--- src/hw/rtl/stt_pkg.sv ---
// Shared types, constants and byte classifiers for the source text tokenizer.
// Used by stt_front, stt_queue, stt_back and source_text_tokenizer_top.
// Depends on nothing else.
package stt_pkg;

    localparam int MAX_TOKEN_LEN   = 1024;
    localparam int LINE_COUNT_BITS = 20;
    localparam int TOK_LEN_BITS    = $clog2(MAX_TOKEN_LEN);
    localparam int OUT_DATA_BITS   = ((8 + LINE_COUNT_BITS + 7) / 8) * 8;
    localparam int QUEUE_DEPTH     = 4;
    localparam int QUEUE_PTR_BITS  = $clog2(QUEUE_DEPTH);

    localparam logic [TOK_LEN_BITS-1:0] TOK_LEN_LIMIT = TOK_LEN_BITS'(MAX_TOKEN_LEN - 1);

    // Register word addresses.
    localparam logic REG_ALLOW_LINE_BREAKS = 1'b0;

    // Character codes.
    localparam logic [7:0] CH_NL     = 8'h0A;
    localparam logic [7:0] CH_SPACE  = 8'h20;
    localparam logic [7:0] CH_BANG   = 8'h21;
    localparam logic [7:0] CH_DQUOTE = 8'h22;
    localparam logic [7:0] CH_DOLLAR = 8'h24;
    localparam logic [7:0] CH_AMP    = 8'h26;
    localparam logic [7:0] CH_STAR   = 8'h2A;
    localparam logic [7:0] CH_PLUS   = 8'h2B;
    localparam logic [7:0] CH_MINUS  = 8'h2D;
    localparam logic [7:0] CH_DOT    = 8'h2E;
    localparam logic [7:0] CH_SLASH  = 8'h2F;
    localparam logic [7:0] CH_0      = 8'h30;
    localparam logic [7:0] CH_9      = 8'h39;
    localparam logic [7:0] CH_COLON  = 8'h3A;
    localparam logic [7:0] CH_LT     = 8'h3C;
    localparam logic [7:0] CH_EQ     = 8'h3D;
    localparam logic [7:0] CH_GT     = 8'h3E;
    localparam logic [7:0] CH_AT     = 8'h40;
    localparam logic [7:0] CH_UA     = 8'h41;
    localparam logic [7:0] CH_UE     = 8'h45;
    localparam logic [7:0] CH_UZ     = 8'h5A;
    localparam logic [7:0] CH_BSLASH = 8'h5C;
    localparam logic [7:0] CH_UNDER  = 8'h5F;
    localparam logic [7:0] CH_LA     = 8'h61;
    localparam logic [7:0] CH_LE     = 8'h65;
    localparam logic [7:0] CH_LZ     = 8'h7A;
    localparam logic [7:0] CH_BAR    = 8'h7C;

    typedef enum logic [2:0] {
        MODE_IDLE,
        MODE_QUOTE,
        MODE_NUMBER,
        MODE_WORD,
        MODE_OP2,
        MODE_LINECOM,
        MODE_BLOCKCOM
    } lex_mode_t;

    typedef enum logic [2:0] {
        CLS_QUOTED,
        CLS_NUMBER,
        CLS_WORD,
        CLS_OPERATOR,
        CLS_PUNCT,
        CLS_LINE_BREAK,
        CLS_END
    } tok_class_t;

    // One unit of work for the back end: a byte with its two successors,
    // or the end-of-text command.
    typedef struct packed {
        logic       is_end;
        logic [7:0] b;
        logic [7:0] n1;
        logic [7:0] n2;
    } work_t;

    typedef struct packed {
        logic [LINE_COUNT_BITS-1:0] line;
        logic [7:0]                 tbyte;
        tok_class_t                 cls;
        logic                       first;
        logic                       last;
    } result_t;

    function automatic logic is_digit(input logic [7:0] c);
        return (c >= CH_0) && (c <= CH_9);
    endfunction

    function automatic logic is_alpha(input logic [7:0] c);
        return ((c >= CH_LA) && (c <= CH_LZ)) || ((c >= CH_UA) && (c <= CH_UZ));
    endfunction

    function automatic logic word_start(input logic [7:0] c);
        return is_alpha(c) || (c == CH_UNDER) || (c == CH_SLASH) || (c == CH_BSLASH)
            || (c == CH_DOLLAR) || (c == CH_STAR);
    endfunction

    function automatic logic word_cont(input logic [7:0] c);
        return word_start(c) || is_digit(c) || (c == CH_MINUS) || (c == CH_COLON)
            || (c == CH_DOT) || (c == CH_AT);
    endfunction

    function automatic logic is_op_pair(input logic [7:0] a, input logic [7:0] c);
        logic eq_pair;
        logic dbl_pair;
        eq_pair  = (c == CH_EQ) && ((a == CH_PLUS) || (a == CH_MINUS) || (a == CH_STAR)
            || (a == CH_SLASH) || (a == CH_AMP) || (a == CH_BAR) || (a == CH_LT)
            || (a == CH_GT) || (a == CH_EQ) || (a == CH_BANG));
        dbl_pair = (c == a) && ((a == CH_PLUS) || (a == CH_MINUS) || (a == CH_AMP)
            || (a == CH_BAR));
        return eq_pair || dbl_pair;
    endfunction

endpackage

--- src/hw/rtl/stt_front.sv ---
// Front end of the tokenizer: takes source bytes, keeps the two-byte
// lookahead and turns each byte into a work item; flushes at end of text.
// Depends on stt_pkg.
module stt_front
(
    input  logic           clk,
    input  logic           rst_n,
    input  logic           in_valid,
    output logic           in_ready,
    input  logic [7:0]     in_byte,
    output logic           push,
    output stt_pkg::work_t push_item,
    input  logic           q_full
);

    logic [7:0] la0_reg, la0_next;
    logic [7:0] la1_reg, la1_next;
    logic [1:0] la_cnt_reg, la_cnt_next;
    logic       flush_reg, flush_next;
    logic       accept;
    logic [7:0] flush_n1;

    assign in_ready = !flush_reg && !q_full;
    assign accept   = in_valid && in_ready;
    assign flush_n1 = (la_cnt_reg == 2'd2) ? la1_reg : 8'd0;

    always_comb
    begin
        la0_next    = la0_reg;
        la1_next    = la1_reg;
        la_cnt_next = la_cnt_reg;
        flush_next  = flush_reg;
        push        = 1'b0;
        push_item   = '0;
        if (accept && (in_byte != 8'd0))
        begin
            if (la_cnt_reg == 2'd0)
            begin
                la0_next    = in_byte;
                la_cnt_next = 2'd1;
            end
            else if (la_cnt_reg == 2'd1)
            begin
                la1_next    = in_byte;
                la_cnt_next = 2'd2;
            end
            else
            begin
                push         = 1'b1;
                push_item.b  = la0_reg;
                push_item.n1 = la1_reg;
                push_item.n2 = in_byte;
                la0_next     = la1_reg;
                la1_next     = in_byte;
            end
        end
        else if (accept || (flush_reg && !q_full))
        begin
            // End of text: drain the held bytes one per cycle while the queue has room, then the end command.
            push = 1'b1;
            if (la_cnt_reg == 2'd0)
            begin
                push_item.is_end = 1'b1;
                flush_next       = 1'b0;
            end
            else
            begin
                push_item.b  = la0_reg;
                push_item.n1 = flush_n1;
                push_item.n2 = 8'd0;
                la0_next     = la1_reg;
                la1_next     = 8'd0;
                la_cnt_next  = la_cnt_reg - 2'd1;
                flush_next   = 1'b1;
            end
        end
    end

    always_ff @(posedge clk or negedge rst_n)
    begin
        if (!rst_n)
        begin
            la0_reg    <= 8'd0;
            la1_reg    <= 8'd0;
            la_cnt_reg <= 2'd0;
            flush_reg  <= 1'b0;
        end
        else
        begin
            la0_reg    <= la0_next;
            la1_reg    <= la1_next;
            la_cnt_reg <= la_cnt_next;
            flush_reg  <= flush_next;
        end
    end

    a_la_cnt_range: assert property (@(posedge clk) disable iff (!rst_n)
        la_cnt_reg != 2'd3)
        else $error("lookahead count out of range");

    a_flush_ends: assert property (@(posedge clk) disable iff (!rst_n)
        (flush_reg && (la_cnt_reg == 2'd0) && !q_full) |=> !flush_reg)
        else $error("flush did not finish after the end command");

endmodule

--- src/hw/rtl/stt_queue.sv ---
// Small register FIFO of work items between the tokenizer front and back ends.
// Depends on stt_pkg.
module stt_queue
(
    input  logic           clk,
    input  logic           rst_n,
    input  logic           push,
    input  stt_pkg::work_t push_item,
    output logic           full,
    input  logic           pop,
    output stt_pkg::work_t pop_item,
    output logic           empty
);

    stt_pkg::work_t                       mem_reg [stt_pkg::QUEUE_DEPTH];
    logic [stt_pkg::QUEUE_PTR_BITS-1:0]   wr_ptr_reg, wr_ptr_next;
    logic [stt_pkg::QUEUE_PTR_BITS-1:0]   rd_ptr_reg, rd_ptr_next;
    logic [stt_pkg::QUEUE_PTR_BITS:0]     count_reg, count_next;
    logic                                 do_push;
    logic                                 do_pop;

    assign full     = (count_reg == (stt_pkg::QUEUE_PTR_BITS+1)'(stt_pkg::QUEUE_DEPTH));
    assign empty    = (count_reg == '0);
    assign do_push  = push && !full;
    assign do_pop   = pop && !empty;
    assign pop_item = mem_reg[rd_ptr_reg];

    always_comb
    begin
        wr_ptr_next = do_push ? wr_ptr_reg + 1'b1 : wr_ptr_reg;
        rd_ptr_next = do_pop ? rd_ptr_reg + 1'b1 : rd_ptr_reg;
        count_next  = count_reg;
        if (do_push && !do_pop)
        begin
            count_next = count_reg + 1'b1;
        end
        else if (do_pop && !do_push)
        begin
            count_next = count_reg - 1'b1;
        end
    end

    always_ff @(posedge clk)
    begin
        if (do_push)
        begin
            mem_reg[wr_ptr_reg] <= push_item;
        end
    end

    always_ff @(posedge clk or negedge rst_n)
    begin
        if (!rst_n)
        begin
            wr_ptr_reg <= '0;
            rd_ptr_reg <= '0;
            count_reg  <= '0;
        end
        else
        begin
            wr_ptr_reg <= wr_ptr_next;
            rd_ptr_reg <= rd_ptr_next;
            count_reg  <= count_next;
        end
    end

endmodule

--- src/hw/rtl/stt_back.sv ---
// Back end of the tokenizer: runs the lexer state machine on each work item
// and queues up to two results in a two-slot output buffer.
// Depends on stt_pkg.
module stt_back
(
    input  logic                                clk,
    input  logic                                rst_n,
    input  logic                                allow_line_breaks,
    input  logic                                q_empty,
    input  stt_pkg::work_t                      item,
    output logic                                pop,
    output logic                                out_valid,
    input  logic                                out_ready,
    output stt_pkg::result_t                    out_res
);

    stt_pkg::lex_mode_t                     mode_reg, mode_next;
    logic [stt_pkg::TOK_LEN_BITS-1:0]       len_reg, len_next;
    logic                                   nl_reg, nl_next;
    logic [stt_pkg::LINE_COUNT_BITS-1:0]    lc_reg, lc_next;
    logic [1:0]                             exp_reg, exp_next;
    logic                                   skip_reg, skip_next;

    stt_pkg::result_t                       q0_reg, q0_next;
    stt_pkg::result_t                       q1_reg, q1_next;
    logic [1:0]                             occ_reg, occ_next;

    logic                                   out_take;
    logic                                   marker;
    logic                                   put_v;
    stt_pkg::result_t                       put_r;
    logic                                   tok_v;
    logic [7:0]                             tok_b;
    stt_pkg::tok_class_t                    tok_c;
    logic                                   tok_l;
    logic [stt_pkg::TOK_LEN_BITS-1:0]       len_base;
    logic                                   tres_v;
    stt_pkg::result_t                       tres;
    logic                                   num_v;
    logic [1:0]                             exp_in;
    logic                                   num_cont;
    logic [1:0]                             exp_out;
    logic                                   cnt_line;
    logic                                   cont;
    logic                                   second_v;
    stt_pkg::result_t                       second;
    stt_pkg::result_t                       mark_r;
    stt_pkg::result_t                       r0;
    stt_pkg::result_t                       r1;
    logic [1:0]                             n_res;

    assign out_take  = out_valid && out_ready;
    assign out_valid = (occ_reg != 2'd0);
    assign out_res   = q0_reg;
    // A work item may produce two results, so it is taken only once the
    // buffer is empty after this cycle's output transfer.
    assign pop = !q_empty && ((occ_reg == 2'd0) || ((occ_reg == 2'd1) && out_ready));

    always_comb
    begin
        mode_next = mode_reg;
        len_next  = len_reg;
        nl_next   = nl_reg;
        exp_next  = exp_reg;
        skip_next = skip_reg;
        marker    = 1'b0;
        put_v     = 1'b0;
        put_r     = '0;
        tok_v     = 1'b0;
        tok_b     = item.b;
        tok_c     = stt_pkg::CLS_QUOTED;
        tok_l     = 1'b0;
        len_base  = len_reg;
        num_v     = 1'b0;
        exp_in    = exp_reg;
        cnt_line  = 1'b0;
        cont      = 1'b0;
        num_cont  = 1'b0;
        exp_out   = exp_reg;
        tres_v    = 1'b0;
        tres      = '0;
        if (pop)
        begin
            if (item.is_end)
            begin
                put_v       = 1'b1;
                put_r.cls   = stt_pkg::CLS_END;
                put_r.first = 1'b1;
                put_r.last  = 1'b1;
                mode_next   = stt_pkg::MODE_IDLE;
                len_next    = '0;
                nl_next     = 1'b0;
                exp_next    = 2'd0;
                skip_next   = 1'b0;
            end
            else if (skip_reg)
            begin
                skip_next = 1'b0;
            end
            else
            begin
                unique case (mode_reg)
                    stt_pkg::MODE_BLOCKCOM:
                    begin
                        if ((item.b == stt_pkg::CH_STAR) && (item.n1 == stt_pkg::CH_SLASH))
                        begin
                            mode_next = stt_pkg::MODE_IDLE;
                            skip_next = 1'b1;
                        end
                    end
                    stt_pkg::MODE_LINECOM:
                    begin
                        // The newline that ends the comment is ordinary whitespace.
                        if (item.b == stt_pkg::CH_NL)
                        begin
                            mode_next = stt_pkg::MODE_IDLE;
                            cnt_line  = 1'b1;
                            nl_next   = 1'b1;
                        end
                    end
                    stt_pkg::MODE_QUOTE:
                    begin
                        if (item.b == stt_pkg::CH_DQUOTE)
                        begin
                            mode_next = stt_pkg::MODE_IDLE;
                            len_next  = '0;
                        end
                        else if ((item.b == stt_pkg::CH_BSLASH)
                            && (item.n1 == stt_pkg::CH_DQUOTE))
                        begin
                            tok_v     = 1'b1;
                            tok_b     = stt_pkg::CH_DQUOTE;
                            tok_l     = (item.n2 == stt_pkg::CH_DQUOTE) || (item.n2 == 8'd0);
                            skip_next = 1'b1;
                        end
                        else
                        begin
                            cnt_line = (item.b == stt_pkg::CH_NL);
                            tok_v    = 1'b1;
                            tok_l    = (item.n1 == stt_pkg::CH_DQUOTE) || (item.n1 == 8'd0);
                        end
                    end
                    stt_pkg::MODE_NUMBER:
                    begin
                        num_v = 1'b1;
                    end
                    stt_pkg::MODE_WORD:
                    begin
                        cont  = stt_pkg::word_cont(item.n1);
                        tok_v = 1'b1;
                        tok_c = stt_pkg::CLS_WORD;
                        tok_l = !cont;
                        if (!cont)
                        begin
                            mode_next = stt_pkg::MODE_IDLE;
                        end
                    end
                    stt_pkg::MODE_OP2:
                    begin
                        put_v       = 1'b1;
                        put_r.tbyte = item.b;
                        put_r.cls   = stt_pkg::CLS_OPERATOR;
                        put_r.last  = 1'b1;
                        mode_next   = stt_pkg::MODE_IDLE;
                    end
                    stt_pkg::MODE_IDLE:
                    begin
                        if (item.b <= stt_pkg::CH_SPACE)
                        begin
                            if (item.b == stt_pkg::CH_NL)
                            begin
                                cnt_line = 1'b1;
                                nl_next  = 1'b1;
                            end
                        end
                        else
                        begin
                            marker   = nl_reg && !allow_line_breaks;
                            nl_next  = 1'b0;
                            len_base = '0;
                            len_next = '0;
                            exp_in   = 2'd0;
                            exp_next = 2'd0;
                            if ((item.b == stt_pkg::CH_SLASH) && (item.n1 == stt_pkg::CH_SLASH))
                            begin
                                mode_next = stt_pkg::MODE_LINECOM;
                                skip_next = 1'b1;
                            end
                            else if ((item.b == stt_pkg::CH_SLASH)
                                && (item.n1 == stt_pkg::CH_STAR))
                            begin
                                mode_next = stt_pkg::MODE_BLOCKCOM;
                                skip_next = 1'b1;
                            end
                            else if (item.b == stt_pkg::CH_DQUOTE)
                            begin
                                mode_next = stt_pkg::MODE_QUOTE;
                                // An empty string still yields one result.
                                if ((item.n1 == stt_pkg::CH_DQUOTE) || (item.n1 == 8'd0))
                                begin
                                    put_v       = 1'b1;
                                    put_r.cls   = stt_pkg::CLS_QUOTED;
                                    put_r.first = 1'b1;
                                    put_r.last  = 1'b1;
                                end
                            end
                            else if (stt_pkg::is_digit(item.b)
                                || ((item.b == stt_pkg::CH_MINUS) && stt_pkg::is_digit(item.n1))
                                || ((item.b == stt_pkg::CH_DOT) && stt_pkg::is_digit(item.n1))
                                || ((item.b == stt_pkg::CH_MINUS)
                                    && (item.n1 == stt_pkg::CH_DOT)
                                    && stt_pkg::is_digit(item.n2)))
                            begin
                                mode_next = stt_pkg::MODE_NUMBER;
                                num_v     = 1'b1;
                            end
                            else if (stt_pkg::word_start(item.b))
                            begin
                                cont      = stt_pkg::word_cont(item.n1);
                                mode_next = cont ? stt_pkg::MODE_WORD : stt_pkg::MODE_IDLE;
                                tok_v     = 1'b1;
                                tok_c     = stt_pkg::CLS_WORD;
                                tok_l     = !cont;
                            end
                            else if (stt_pkg::is_op_pair(item.b, item.n1))
                            begin
                                put_v       = 1'b1;
                                put_r.tbyte = item.b;
                                put_r.cls   = stt_pkg::CLS_OPERATOR;
                                put_r.first = 1'b1;
                                mode_next   = stt_pkg::MODE_OP2;
                            end
                            else
                            begin
                                put_v       = 1'b1;
                                put_r.tbyte = item.b;
                                put_r.cls   = stt_pkg::CLS_PUNCT;
                                put_r.first = 1'b1;
                                put_r.last  = 1'b1;
                            end
                        end
                    end
                    default:
                    begin
                        mode_next = stt_pkg::MODE_IDLE;
                    end
                endcase

                if (num_v)
                begin
                    // The byte after an exponent marker or its sign is always taken.
                    if (exp_in == 2'd0)
                    begin
                        if ((item.b == stt_pkg::CH_LE) || (item.b == stt_pkg::CH_UE))
                        begin
                            exp_out  = 2'd1;
                            num_cont = (item.n1 != 8'd0);
                        end
                        else
                        begin
                            exp_out  = 2'd0;
                            num_cont = stt_pkg::is_digit(item.n1) || (item.n1 == stt_pkg::CH_DOT)
                                || (item.n1 == stt_pkg::CH_LE) || (item.n1 == stt_pkg::CH_UE);
                        end
                    end
                    else if ((exp_in == 2'd1)
                        && ((item.b == stt_pkg::CH_PLUS) || (item.b == stt_pkg::CH_MINUS)))
                    begin
                        exp_out  = 2'd2;
                        num_cont = (item.n1 != 8'd0);
                    end
                    else
                    begin
                        exp_out  = 2'd3;
                        num_cont = stt_pkg::is_digit(item.n1);
                    end
                    tok_v = 1'b1;
                    tok_c = stt_pkg::CLS_NUMBER;
                    tok_l = !num_cont;
                    if (num_cont)
                    begin
                        exp_next = exp_out;
                    end
                    else
                    begin
                        mode_next = stt_pkg::MODE_IDLE;
                        exp_next  = 2'd0;
                    end
                end
            end
        end

        lc_next = lc_reg;
        if (cnt_line && (lc_reg != '1))
        begin
            lc_next = lc_reg + 1'b1;
        end

        // Token byte emission with the length limit; an over-long token
        // closes with an empty last result.
        if (tok_v)
        begin
            if (len_base < stt_pkg::TOK_LEN_LIMIT)
            begin
                tres_v       = 1'b1;
                tres.tbyte   = tok_b;
                tres.cls     = tok_c;
                tres.first   = (len_base == '0);
                tres.last    = tok_l;
                len_next     = tok_l ? '0 : len_base + 1'b1;
            end
            else
            begin
                tres_v       = tok_l;
                tres.cls     = tok_c;
                tres.last    = 1'b1;
                len_next     = tok_l ? '0 : len_base;
            end
        end

        second_v      = put_v || tres_v;
        second        = put_v ? put_r : tres;
        second.line   = lc_next;
        mark_r        = '0;
        mark_r.cls    = stt_pkg::CLS_LINE_BREAK;
        mark_r.first  = 1'b1;
        mark_r.last   = 1'b1;
        mark_r.line   = lc_next;
        if (marker)
        begin
            r0    = mark_r;
            r1    = second;
            n_res = second_v ? 2'd2 : 2'd1;
        end
        else
        begin
            r0    = second;
            r1    = second;
            n_res = second_v ? 2'd1 : 2'd0;
        end

        q0_next  = q0_reg;
        q1_next  = q1_reg;
        occ_next = occ_reg;
        if (pop)
        begin
            q0_next  = r0;
            q1_next  = r1;
            occ_next = n_res;
        end
        else if (out_take)
        begin
            q0_next  = q1_reg;
            occ_next = occ_reg - 2'd1;
        end
    end

    always_ff @(posedge clk or negedge rst_n)
    begin
        if (!rst_n)
        begin
            mode_reg <= stt_pkg::MODE_IDLE;
            len_reg  <= '0;
            nl_reg   <= 1'b0;
            lc_reg   <= '0;
            exp_reg  <= 2'd0;
            skip_reg <= 1'b0;
            occ_reg  <= 2'd0;
        end
        else
        begin
            mode_reg <= mode_next;
            len_reg  <= len_next;
            nl_reg   <= nl_next;
            lc_reg   <= lc_next;
            exp_reg  <= exp_next;
            skip_reg <= skip_next;
            occ_reg  <= occ_next;
        end
    end

    always_ff @(posedge clk)
    begin
        q0_reg <= q0_next;
        q1_reg <= q1_next;
    end

    a_occ_range: assert property (@(posedge clk) disable iff (!rst_n)
        occ_reg != 2'd3)
        else $error("output buffer over-full");

    a_end_resets: assert property (@(posedge clk) disable iff (!rst_n)
        (pop && item.is_end) |=> ((mode_reg == stt_pkg::MODE_IDLE) && (len_reg == '0)
            && !skip_reg && !nl_reg && (occ_reg == 2'd1)))
        else $error("end of text did not return the lexer to idle");

endmodule

--- src/hw/rtl/source_text_tokenizer_top.sv ---
// Top level of the source text tokenizer: configuration register, front end,
// work queue and back end.
// Depends on stt_pkg, stt_front, stt_queue and stt_back.
//
// Usage: source bytes enter on the s_axis channel, one byte per transfer;
// byte 0 ends the text. Tokens leave on the m_axis channel, one token byte
// per transfer, tagged with class and first flag in tuser and with tlast on
// the last byte of each token or marker. An end-of-text marker follows the
// last token. allow_line_breaks is written over the APB port at address 0
// while the block is idle.
// Throughput: one byte per cycle while the queue has room and the receiver
// takes each result. A byte that yields two results (a line-break marker plus a
// token byte) holds the back end while its single output port sends both. At end
// of text the front end drains its two lookahead bytes and then the end command,
// holding s_axis_tready low after the byte 0 transfer until the end command.
// A byte's results become valid on m_axis after the transfer of the byte two
// places later: its work item enters the queue at that transfer, and the back end
// then pops it and loads its output register.
// Reset clears the lookahead, lexer state, line counter and register.
// When the receiver stalls, results wait in a two-entry output buffer and
// bytes collect in a four-entry queue before s_axis_tready drops.
module source_text_tokenizer_top
(
    input  logic                              clk,
    input  logic                              rst_n,
    // APB configuration port
    input  logic                              psel,
    input  logic                              penable,
    input  logic                              pwrite,
    input  logic [2:0]                        paddr,
    input  logic [31:0]                       pwdata,
    output logic [31:0]                       prdata,
    output logic                              pready,
    // Source bytes
    input  logic                              s_axis_tvalid,
    output logic                              s_axis_tready,
    input  logic [7:0]                        s_axis_tdata,   // [7:0] text_byte
    // Token bytes
    output logic                              m_axis_tvalid,
    input  logic                              m_axis_tready,
    output logic [stt_pkg::OUT_DATA_BITS-1:0] m_axis_tdata,   // token_byte, line_count
    output logic [3:0]                        m_axis_tuser,   // token_class[2:0], token_first
    output logic                              m_axis_tlast    // token_last
);

    logic             allow_reg, allow_next;
    logic             cfg_write;
    logic             push;
    stt_pkg::work_t   push_item;
    logic             q_full;
    logic             pop;
    stt_pkg::work_t   pop_item;
    logic             q_empty;
    stt_pkg::result_t out_res;

    assign pready    = 1'b1;
    assign cfg_write = psel && penable && pwrite && pready
        && (paddr[2] == stt_pkg::REG_ALLOW_LINE_BREAKS);
    assign allow_next = cfg_write ? pwdata[0] : allow_reg;
    assign prdata     = (paddr[2] == stt_pkg::REG_ALLOW_LINE_BREAKS)
        ? {31'd0, allow_reg} : 32'd0;

    always_ff @(posedge clk or negedge rst_n)
    begin
        if (!rst_n)
        begin
            allow_reg <= 1'b0;
        end
        else
        begin
            allow_reg <= allow_next;
        end
    end

    stt_front u_front
    (
        .clk       (clk),
        .rst_n     (rst_n),
        .in_valid  (s_axis_tvalid),
        .in_ready  (s_axis_tready),
        .in_byte   (s_axis_tdata),
        .push      (push),
        .push_item (push_item),
        .q_full    (q_full)
    );

    stt_queue u_queue
    (
        .clk       (clk),
        .rst_n     (rst_n),
        .push      (push),
        .push_item (push_item),
        .full      (q_full),
        .pop       (pop),
        .pop_item  (pop_item),
        .empty     (q_empty)
    );

    stt_back u_back
    (
        .clk               (clk),
        .rst_n             (rst_n),
        .allow_line_breaks (allow_reg),
        .q_empty           (q_empty),
        .item              (pop_item),
        .pop               (pop),
        .out_valid         (m_axis_tvalid),
        .out_ready         (m_axis_tready),
        .out_res           (out_res)
    );

    assign m_axis_tdata = stt_pkg::OUT_DATA_BITS'({out_res.line, out_res.tbyte});
    assign m_axis_tuser = {out_res.first, out_res.cls};
    assign m_axis_tlast = out_res.last;

endmodule
--- config.mk ---
export PLATFORM = sky130hd
export DESIGN_NAME = source_text_tokenizer_top
export DESIGN_NICKNAME = d
export VERILOG_FILES = /design/src/hw/rtl/stt_pkg.sv /design/src/hw/rtl/stt_front.sv /design/src/hw/rtl/stt_queue.sv /design/src/hw/rtl/stt_back.sv /design/src/hw/rtl/source_text_tokenizer_top.sv
export SDC_FILE = /design/constraint.sdc
export NUM_CORES = 1
export LEC_CHECK = 0
export BUFFER_PORTS_ARGS = -buffer_cell sky130_fd_sc_hd__buf_4
export CAP_MARGIN = 20
export CORE_ASPECT_RATIO = 1.75
export CORE_MARGIN = 2
export CORE_UTILIZATION = 55
export DETAILED_ROUTE_END_ITERATION = 8
export GPL_ROUTABILITY_DRIVEN = 1
export HOLD_SLACK_MARGIN = 0.03
export MAX_ROUTING_LAYER = met4
export PLACE_DENSITY = 0.79
export SKIP_LAST_GASP = 1
export SLEW_MARGIN = 20
export SYNTH_ARGS = -nofsm -noshare
export SYNTH_HDL_FRONTEND = slang
export SYNTH_SLANG_ARGS = --single-unit
--- constraint.sdc ---
create_clock -name clk -period 4.8 [get_ports clk]
set_clock_uncertainty 0.2 [all_clocks]
set_input_delay 0.24 -clock clk [delete_from_list [all_inputs] [get_ports clk]]
set_output_delay 0.24 -clock clk [all_outputs]
set_load 0.1 [all_outputs]
==> results.tsv, run 1 <==
metric	value	unit
status	finished with violations	
violated checks	design-rule violations	
R2R Setup Slk	0.33	ns
cell mode on critical path	buf_4	
clk_lat worst skew	0.51	ns
synthesized area	11480	um2
Slew Viols, Final	0	
pre-CTS setup slack	0.3174	ns
Synth Warn #	0	
f_max	223.5	MHz
CP Data Required Time	4.86	ns
n_diodes	0	
max reg flops	100	
critical path class	register to register	
Ports	122	
post-layout minimum cycle time	4.474	ns
max cap viols	0	
Setup WS post-layout	0.3256	ns
RR Startpoint	u_queue.rd_ptr_reg[0]	
fillers	1595	
chip height	195.1	um
area share of the largest cell type after synthesis	43.42	%
Critical Path AT	4.53	ns
Congestion Overflow GR	0	
Buffers on Ports	52	
Crit. End Element	register	
drt drc	6	
DR iter-0 viols	490	
htree depth	1	
CTS clk-pin slew, worst paths	0.07	ns
#FFs+latches synth	232	
die width	113.2	um
Final ANT Viol Nets	0	
Starting Density	55.54	%
Hold WC Path Type	input pin to asynchronous set/reset pin	
nets@finish	1097	
number of synthesized flops with an enable pin	166	
RR Endpoint	u_back.out_res[12]	
RSZ-0062 raised after global routing	no	
Util after Layout	62.68	%
vias in the first global route	7793	
slowest stage delay, CP	0.65	ns
DIE AREA	22090	um2
post-CTS resize count	0	
# clock sinks	232	
Gate Count Post-Synth	949	
Critical-path top delay cell	dfrtp_1	
vias post-DR	7689	
crit path from	u_queue.rd_ptr_reg[0]	
Critical Path Start Type	register	
sequential area share after synthesis	57.80	%
largest net degree at the start of global routing	67	
Longest Clk Path Bufs	3	
CTS tree	yes	
detailed placement HPWL	16.90	mm
clk root buf	clkbuf_16	
worst rel slew slack	37.67	%
Most used DFF post-synth	edfxtp_1	
Critical Path Fanout Max	8	
Cell Pwr Density	772.4	nW/um2
Top Family by Delay on Critical Path	simple AND/OR/NAND/NOR gates	
Worst-Margin Slew	0.9350	ns
Final GP Congestion	0.9103	
CP Cell Sequence	mux4_2, or4_1, o211ai_1, buf_4, nand2_1, inv_1, ha_1, nand3_1, nor2b_1, buf_4, a21oi_1, a22oi_1, nor2_1, a22o_1	
post-CTS setup buffers	0	
cell count along the critical path	14	
Netlist cell types	80	
Routed WL per cell	18.56	um
final hold slack	0.2144	ns
final setup fails	0	
Fin. Hold Viols	0	
P_leak	5.093	nW
count leader, synth	edfxtp_1	
fin crit share	93.22	%
Area contributors post-synth	edfxtp_1, dfrtp_1, mux4_2, nand2_1, buf_4	
Via density	5.919	
area growth from synthesis to layout	12.85	%
final WL	24.11	mm
global-route wire length before repair	38.98	mm
Mean Syn Cell Area	12.10	um2
antenna violations before repair	0	
cells on worst reg2reg path	14	
post-synthesis async set-or-reset flop share	28.45	%
crit path to	u_back.out_res[12]	
Num CTS Buffers	21	
layout cell share with drive strength beyond 1	15.85	%
post-synth top area cell	edfxtp_1	
Setup TNS Final	0	ns
Rows	70	
Global Route Usage Sum	22.68	%
Total Power	0.01001	W
CP bufs+invs	3	
Post-synth top cells	edfxtp_1, nand2_1, dfrtp_1	
Peak VDD IR	0.0004418	V
drt first pass iters	7	
Core Area	20670	um2
cts hold-fix bufs	14	
==> metrics by stage <==
step                instance area, um2  instances
floorplan                        11610        983
global placement                 12130       1247
detailed placement               12130       1247
CTS                              12960       1299
global route                     12960       1299
finish                           12960       1299
==> cells in the final DEF, fill, tap and decap left out, types with 22 or more instances in the layout <==
cell and instances:
dfrtp_1 66, conb_1 36, nor2_1 58, nand3_1 38, o21ai_0 26, clkbuf_16 22
a21oi_1 38, xnor2_1 22, and2_1 23, nand2_1 98, edfxtp_1 166, inv_1 29
buf_4 89, nor2b_1 23
==> area by class of cell <==
| cell class | count | area [um2] | area share [%] |
|---|---|---|---|
| Clock buffer | 32 | 618.1 | 4.771 |
| Clock inverter | 6 | 65.06 | 0.5022 |
| Inverter | 30 | 112.6 | 0.8691 |
| Multi-Input combinational cell | 643 | 4380 | 33.81 |
| Sequential cell | 232 | 6636 | 51.22 |
| Tap cell | 252 | 315.3 | 2.434 |
| Timing Repair Buffer | 104 | 828.3 | 6.393 |
==> worst reg2reg max path, cell delays in order (launching register included) <==
cell	delay [ns]
dfrtp_1	0.65
mux4_2	0.59
or4_1	0.61
o211ai_1	0.22
buf_4	0.21
nand2_1	0.12
inv_1	0.09
ha_1	0.22
nand3_1	0.16
nor2b_1	0.21
buf_4	0.18
a21oi_1	0.05
a22oi_1	0.28
nor2_1	0.19
a22o_1	0.26
==> worst min path at each step <==
| stage | startpoint | end | slack, ns | depth (start not counted) |
|---|---|---|---|---|
| CTS | rst_n | u_back.len_reg[1] | 0.25 | 2 |
| global route | rst_n | u_back.len_reg[0] | 0.31 | 2 |
| floorplan | rst_n | allow_reg | -0.26 | 0 |
| global placement | rst_n | u_back.len_reg[4] | 0.24 | 1 |
| detailed placement | rst_n | u_back.exp_reg[1] | 0.25 | 1 |
| finish | rst_n | u_back.len_reg[0] | 0.21 | 2 |
==> per-layer routing <==
layer  up-vias  part of all wire [%]  GRT usage, %
met5         -                     0             -
met4         0                   4.0         9.214
met3        64                   4.2         2.824
met2       215                    55         42.34
met1      3792                    36         23.80
li1       3618                     -             -
==> cell families after synthesis <==
group / after synthesis / synth area share [%]
AO/OA/AOI/OAI: 150 / 8.740
flip-flops: 232 / 57.80
XOR/XNOR: 40 / 3.051
buffers and inverters: 108 / 5.155
AND/OR/NAND/NOR: 359 / 16.84
adder cells (fa/ha/maj): 15 / 1.700
other: 2 / 0.06541
multiplexers: 43 / 6.648
==> where the power goes <==
group | internal, W | switching (W) | leakage [nW]
Combinational | 0.00157 | 0.00350 | 2.33
Sequential | 0.00303 | 0.000260 | 2.44
Clock | 0.000947 | 0.000711 | 0.322
Total | 0.00554 | 0.00447 | 5.09
No activity file was read; power rests on OpenSTA's default activity.
==> run 2: changes to the inputs <==
PLACE_DENSITY = 0.8   (was 0.79)
REMOVE_ABC_BUFFERS = 1   (was unset)
==> results.tsv, run 2 (same netlist as run 1, synthesis figures left out) <==
metric	value	unit
layout cell share with drive strength beyond 1	16.17	%
worst rel slew slack	38.87	%
drt drc	4	
Setup WS post-layout	0.3286	ns
commonest non-fill, non-tap cells in the layout	edfxtp_1, nand2_1, buf_4	
Starting Density	55.54	%
Congestion Overflow GR	0	
htree depth	1	
Via density	5.924	
post-layout minimum cycle time	4.471	ns
area growth from synthesis to layout	12.60	%
Post-DP Area	12120	um2
status	finished with violations	
final setup fails	0	
clk_lat worst skew	0.52	ns
vias in the first global route	7611	
Buffers on Ports	52	
drt first pass iters	7	
nets@finish	1096	
# clock sinks	232	
fin crit share	93.15	%
chip height	195.1	um
Logic pwr share	50.6	%
violated checks	design-rule violations	
largest net degree at the start of global routing	67	
die width	113.2	um
pre-CTS setup slack	0.2038	ns
CTS tree	yes	
sw frac	44.92	%
CP Data Required Time	4.87	ns
Setup TNS Final	0	ns
Critical Path AT	4.55	ns
max cap viols	0	
Total Power	0.009964	W
Slew Viols, Final	0	
antenna violations before repair	0	
CP Cell Sequence	buf_4, mux4_2, or3_1, o211ai_1, nand2_1, inv_1, ha_1, nand3_1, nor2b_1, buf_4, a21oi_1, a22oi_1, nor2_1, a22o_1	
P_int	0.005488	W
Worst-Margin Slew	0.9169	ns
Crit. End Element	register	
placed cells	1247	
Longest Clk Path Bufs	3	
final std cell area, no fill	12930	um2
Global Route Usage Sum	22.54	%
Net Sw Power	0.004475	W
Final GP Congestion	0.9990	
detailed placement HPWL	17.01	mm
cell mode on critical path	buf_4	
Ports	122	
Layout Cells excl Fill	1297	
post-CTS setup buffers	0	
n_diodes	0	
f_max	223.6	MHz
CTS clk-pin slew, worst paths	0.07	ns
Core Area	20670	um2
Hold WC Path Type	input pin to asynchronous set/reset pin	
Routed WL per cell	18.69	um
P_leak	5.084	nW
critical path class	register to register	
most common cell after layout, fill and taps aside	edfxtp_1	
Peak VDD IR	0.0004845	V
DR iter-0 viols	354	
Critical-path top delay cell	mux4_2	
final WL	24.24	mm
Final ANT Viol Nets	0	
clock power share	16.3	%
max reg flops	100	
Critical Path Fanout Max	12	
Cell Pwr Density	770.7	nW/um2
fillers	1592	
RSZ-0062 raised after global routing	no	
Fin. Hold Viols	0	
Rows	70	
Critical Path Start Type	register	
DIE AREA	22090	um2
clk root buf	clkbuf_16	
vias post-DR	7683	
global-route wire length before repair	38.31	mm
Reg power frac	33.1	%
slowest stage delay, CP	0.54	ns
Num CTS Buffers	20	
[run 2: changes by cell type in the layout (fill, tap and decap cells not counted), sizes merged]
| cell | change |
|---|---|
| clkinv | +4 |
| inv | -1 |
| clkbuf | -5 |
[run 2: power by group through the flow]
stage / registers (W) / logic, W / clock network (W)
after floorplan: 0.00437 / 0.00261 / 0
after global placement: 0.00331 / 0.00492 / 0
after detailed placement: 0.00334 / 0.00499 / 0
after CTS: 0.00330 / 0.00504 / 0.00165
after global routing: 0.00336 / 0.00539 / 0.00171
final: 0.00330 / 0.00504 / 0.00162
[run 2: through the flow]
stage	hold slack, ns	util [%]
after floorplan	-0.2556	-
after CTS	0.2317	62.54
final	0.2078	62.54
after global placement	0.2273	58.64
after detailed placement	0.2259	58.64
after global routing	0.2997	62.54
[run 2: routing by layer]
| metal | vias up | global-route usage [%] | wire length (um) |
|---|---|---|---|
| met2 | 252 | 41.18 | 13300 |
| met1 | 3728 | 23.42 | 8598 |
| li1 | 3614 | - | - |
| met5 | - | - | 0 |
| met3 | 89 | 2.328 | 1020 |
| met4 | 0 | 12.15 | 1326 |
[run 2: worst paths after layout]
check / to / from / slack [ns] / cells past startpoint
setup / recovery: u_back.out_res[12] / u_queue.rd_ptr_reg[0] / 0.33 / 14
hold / removal: u_back.skip_reg / rst_n / 0.21 / 2
setup reg to reg: u_back.out_res[12] / u_queue.rd_ptr_reg[0] / 0.33 / 14
hold reg to reg: u_front.la1_reg[2] / u_front.la1_reg[2] / 0.30 / 2
max in group asynchronous: u_queue.rd_ptr_reg[0] / rst_n / 3.56 / 2
min in group clk: u_front.la1_reg[2] / u_front.la1_reg[2] / 0.30 / 2
[run 2: area by class of cell]
type                       instances  area [um2]  area share, %
inverter                          30       112.6         0.8711
multi-input combinational        643        4380          33.89
timing repair buffer             104       815.8          6.310
sequential                       232        6638          51.35
clock inverter                     9       87.58         0.6775
tap                              252       315.3          2.439
clock buffer                      27       578.1          4.472
[run 2: what timing repair did]
action,in CTS,in global routing
endpoints found under the hold margin,117,0
setup endpoints to repair,0,1
gates resized for setup,0,1
hold buffers,14,0
[run 2: worst max-delay path, delay by kind of cell (launching register included)]
family	cells	cell delay (ns)
AND/OR/NAND/NOR	5	1.16
flip-flops	1	0.52
AO/OA/AOI/OAI	4	0.95
buffers and inverters	3	0.61
adder cells (fa/ha/maj)	1	0.23
multiplexers	1	0.54
==> run 3: changes to the inputs <==
PLACE_DENSITY = 0.84   (was 0.8)
==> results.tsv, run 3 (same netlist as run 1, synthesis figures left out) <==
metric	value	unit
pre-CTS setup slack	0.2334	ns
drt first pass iters	7	
Critical Path AT	4.77	ns
Critical-path top delay cell	mux4_2	
CTS clk-pin slew, worst paths	0.07	ns
Global Route Usage Sum	24.16	%
die width	113.2	um
global-route wire length before repair	40.83	mm
Total Power	0.01003	W
htree depth	1	
commonest non-fill, non-tap cells in the layout	edfxtp_1, nand2_1, buf_4	
Final GP Congestion	1.026	
RSZ-0062 raised after global routing	no	
Num CTS Buffers	21	
Critical Path Fanout Max	14	
fillers	1569	
chip height	195.1	um
antenna violations before repair	0	
Fin. Hold Viols	0	
clk root buf	clkbuf_16	
CP Cell Sequence	buf_12, buf_4, mux4_2, nand3b_1, nor3_1, nand4b_1, a21o_4, a31o_1, buf_4, nor4_4, a21oi_1, o22ai_1	
Worst-Margin Slew	0.9247	ns
status	finished with violations	
layout cell share with drive strength beyond 1	16.24	%
clk_lat worst skew	0.52	ns
critical path class	register to register	
Top Family by Delay on Critical Path	simple AND/OR/NAND/NOR gates	
final WL	25.46	mm
DR iter-0 viols	479	
vias post-DR	7837	
max reg flops	100	
Longest Clk Path Bufs	3	
Setup WS post-layout	0.2573	ns
Congestion Overflow GR	0	
CP Data Required Time	5.03	ns
drt drc	5	
fin crit share	94.64	%
P_leak	5.112	nW
Starting Density	55.54	%
Rows	70	
Cell Pwr Density	773.6	nW/um2
worst rel slew slack	38.35	%
max cap viols	0	
post-layout minimum cycle time	4.543	ns
# clock sinks	232	
Slew Viols, Final	0	
n_diodes	0	
detailed placement HPWL	18.14	mm
Peak VDD IR	0.0004697	V
Hold WC Path Type	input pin to asynchronous set/reset pin	
Routed WL per cell	19.51	um
area growth from synthesis to layout	12.95	%
f_max	220.1	MHz
most common cell after layout, fill and taps aside	edfxtp_1	
violated checks	design-rule violations	
Buffers on Ports	52	
CP bufs+invs	3	
DIE AREA	22090	um2
Ports	122	
final setup fails	0	
nets@finish	1103	
cell mode on critical path	buf_4	
largest net degree at the start of global routing	67	
vias in the first global route	7894	
CTS tree	yes	
Final ANT Viol Nets	0	
slowest stage delay, CP	0.68	ns
Crit. End Element	register	
Critical Path Start Type	register	
Core Area	20670	um2
Via density	6.005	
==> run 3: cell types whose count changed in the layout (fill, tap and decap cells not counted), sizes merged <==
cell	change
clkinvlp	-2
clkbuf	+2
buf	+6
clkinv	+1
inv	+1
==> run 3: stage by stage <==
stage	utilization (%)	setup TNS [ns]	cells	hold slack [ns]	cell area, um2
floorplan	-	-2.796	905	-0.2556	11130
global placement	58.88	0	1252	0.2205	12170
detailed placement	58.88	0	1252	0.2318	12170
CTS	62.69	0	1304	0.2383	12960
global route	62.74	0	1305	0.3100	12970
finish	62.74	0	1305	0.2085	12970
==> run 3: report_power, final <==
part	switching (W)	leakage, nW	internal (W)
clock	0.000716	0.313	0.000894
sequential	0.000263	2.44	0.00303
combinational	0.00355	2.36	0.00159
==> run 3: final timing paths <==
kind	startpoint	end	slack [ns]	depth (start not counted)
min in group clk	u_back.q1_reg[13]	u_back.out_res[13]	0.31	2
max in group asynchronous	rst_n	u_back.lc_reg[2]	3.60	2
worst min-delay path	rst_n	u_back.len_reg[7]	0.21	2
worst max register to register	u_queue.rd_ptr_reg[0]	u_back.len_reg[9]	0.26	12
worst max-delay path	u_queue.rd_ptr_reg[0]	u_back.len_reg[9]	0.26	12
worst min register to register	u_back.q1_reg[13]	u_back.out_res[13]	0.31	2
==> run 3: repair_timing <==
item                                   CTS  global route
endpoints found under the hold margin  117             0
resized for setup                        0             1
buffers inserted                         0             1
setup endpoints to repair                0            23
hold buffers                            14             0
==> run 3: metal layers <==
metal | vias to the layer above | track usage (%) | part of all wire, %
met5 | - | - | 0
met3 | 94 | 3.383 | 4.3
met1 | 3849 | 24.35 | 34
met4 | 0 | 12.96 | 5.9
met2 | 259 | 44.31 | 55
li1 | 3635 | - | -
==> run 3: area by class of cell <==
cell class	count	area, um2	share of cell area [%]
sequential	232	6636	51.18
tap	252	315.3	2.431
timing repair buffer	110	873.3	6.735
multi-input combinational	643	4383	33.80
clock buffer	29	575.6	4.438
clock inverter	9	71.32	0.5500
inverter	30	112.6	0.8684
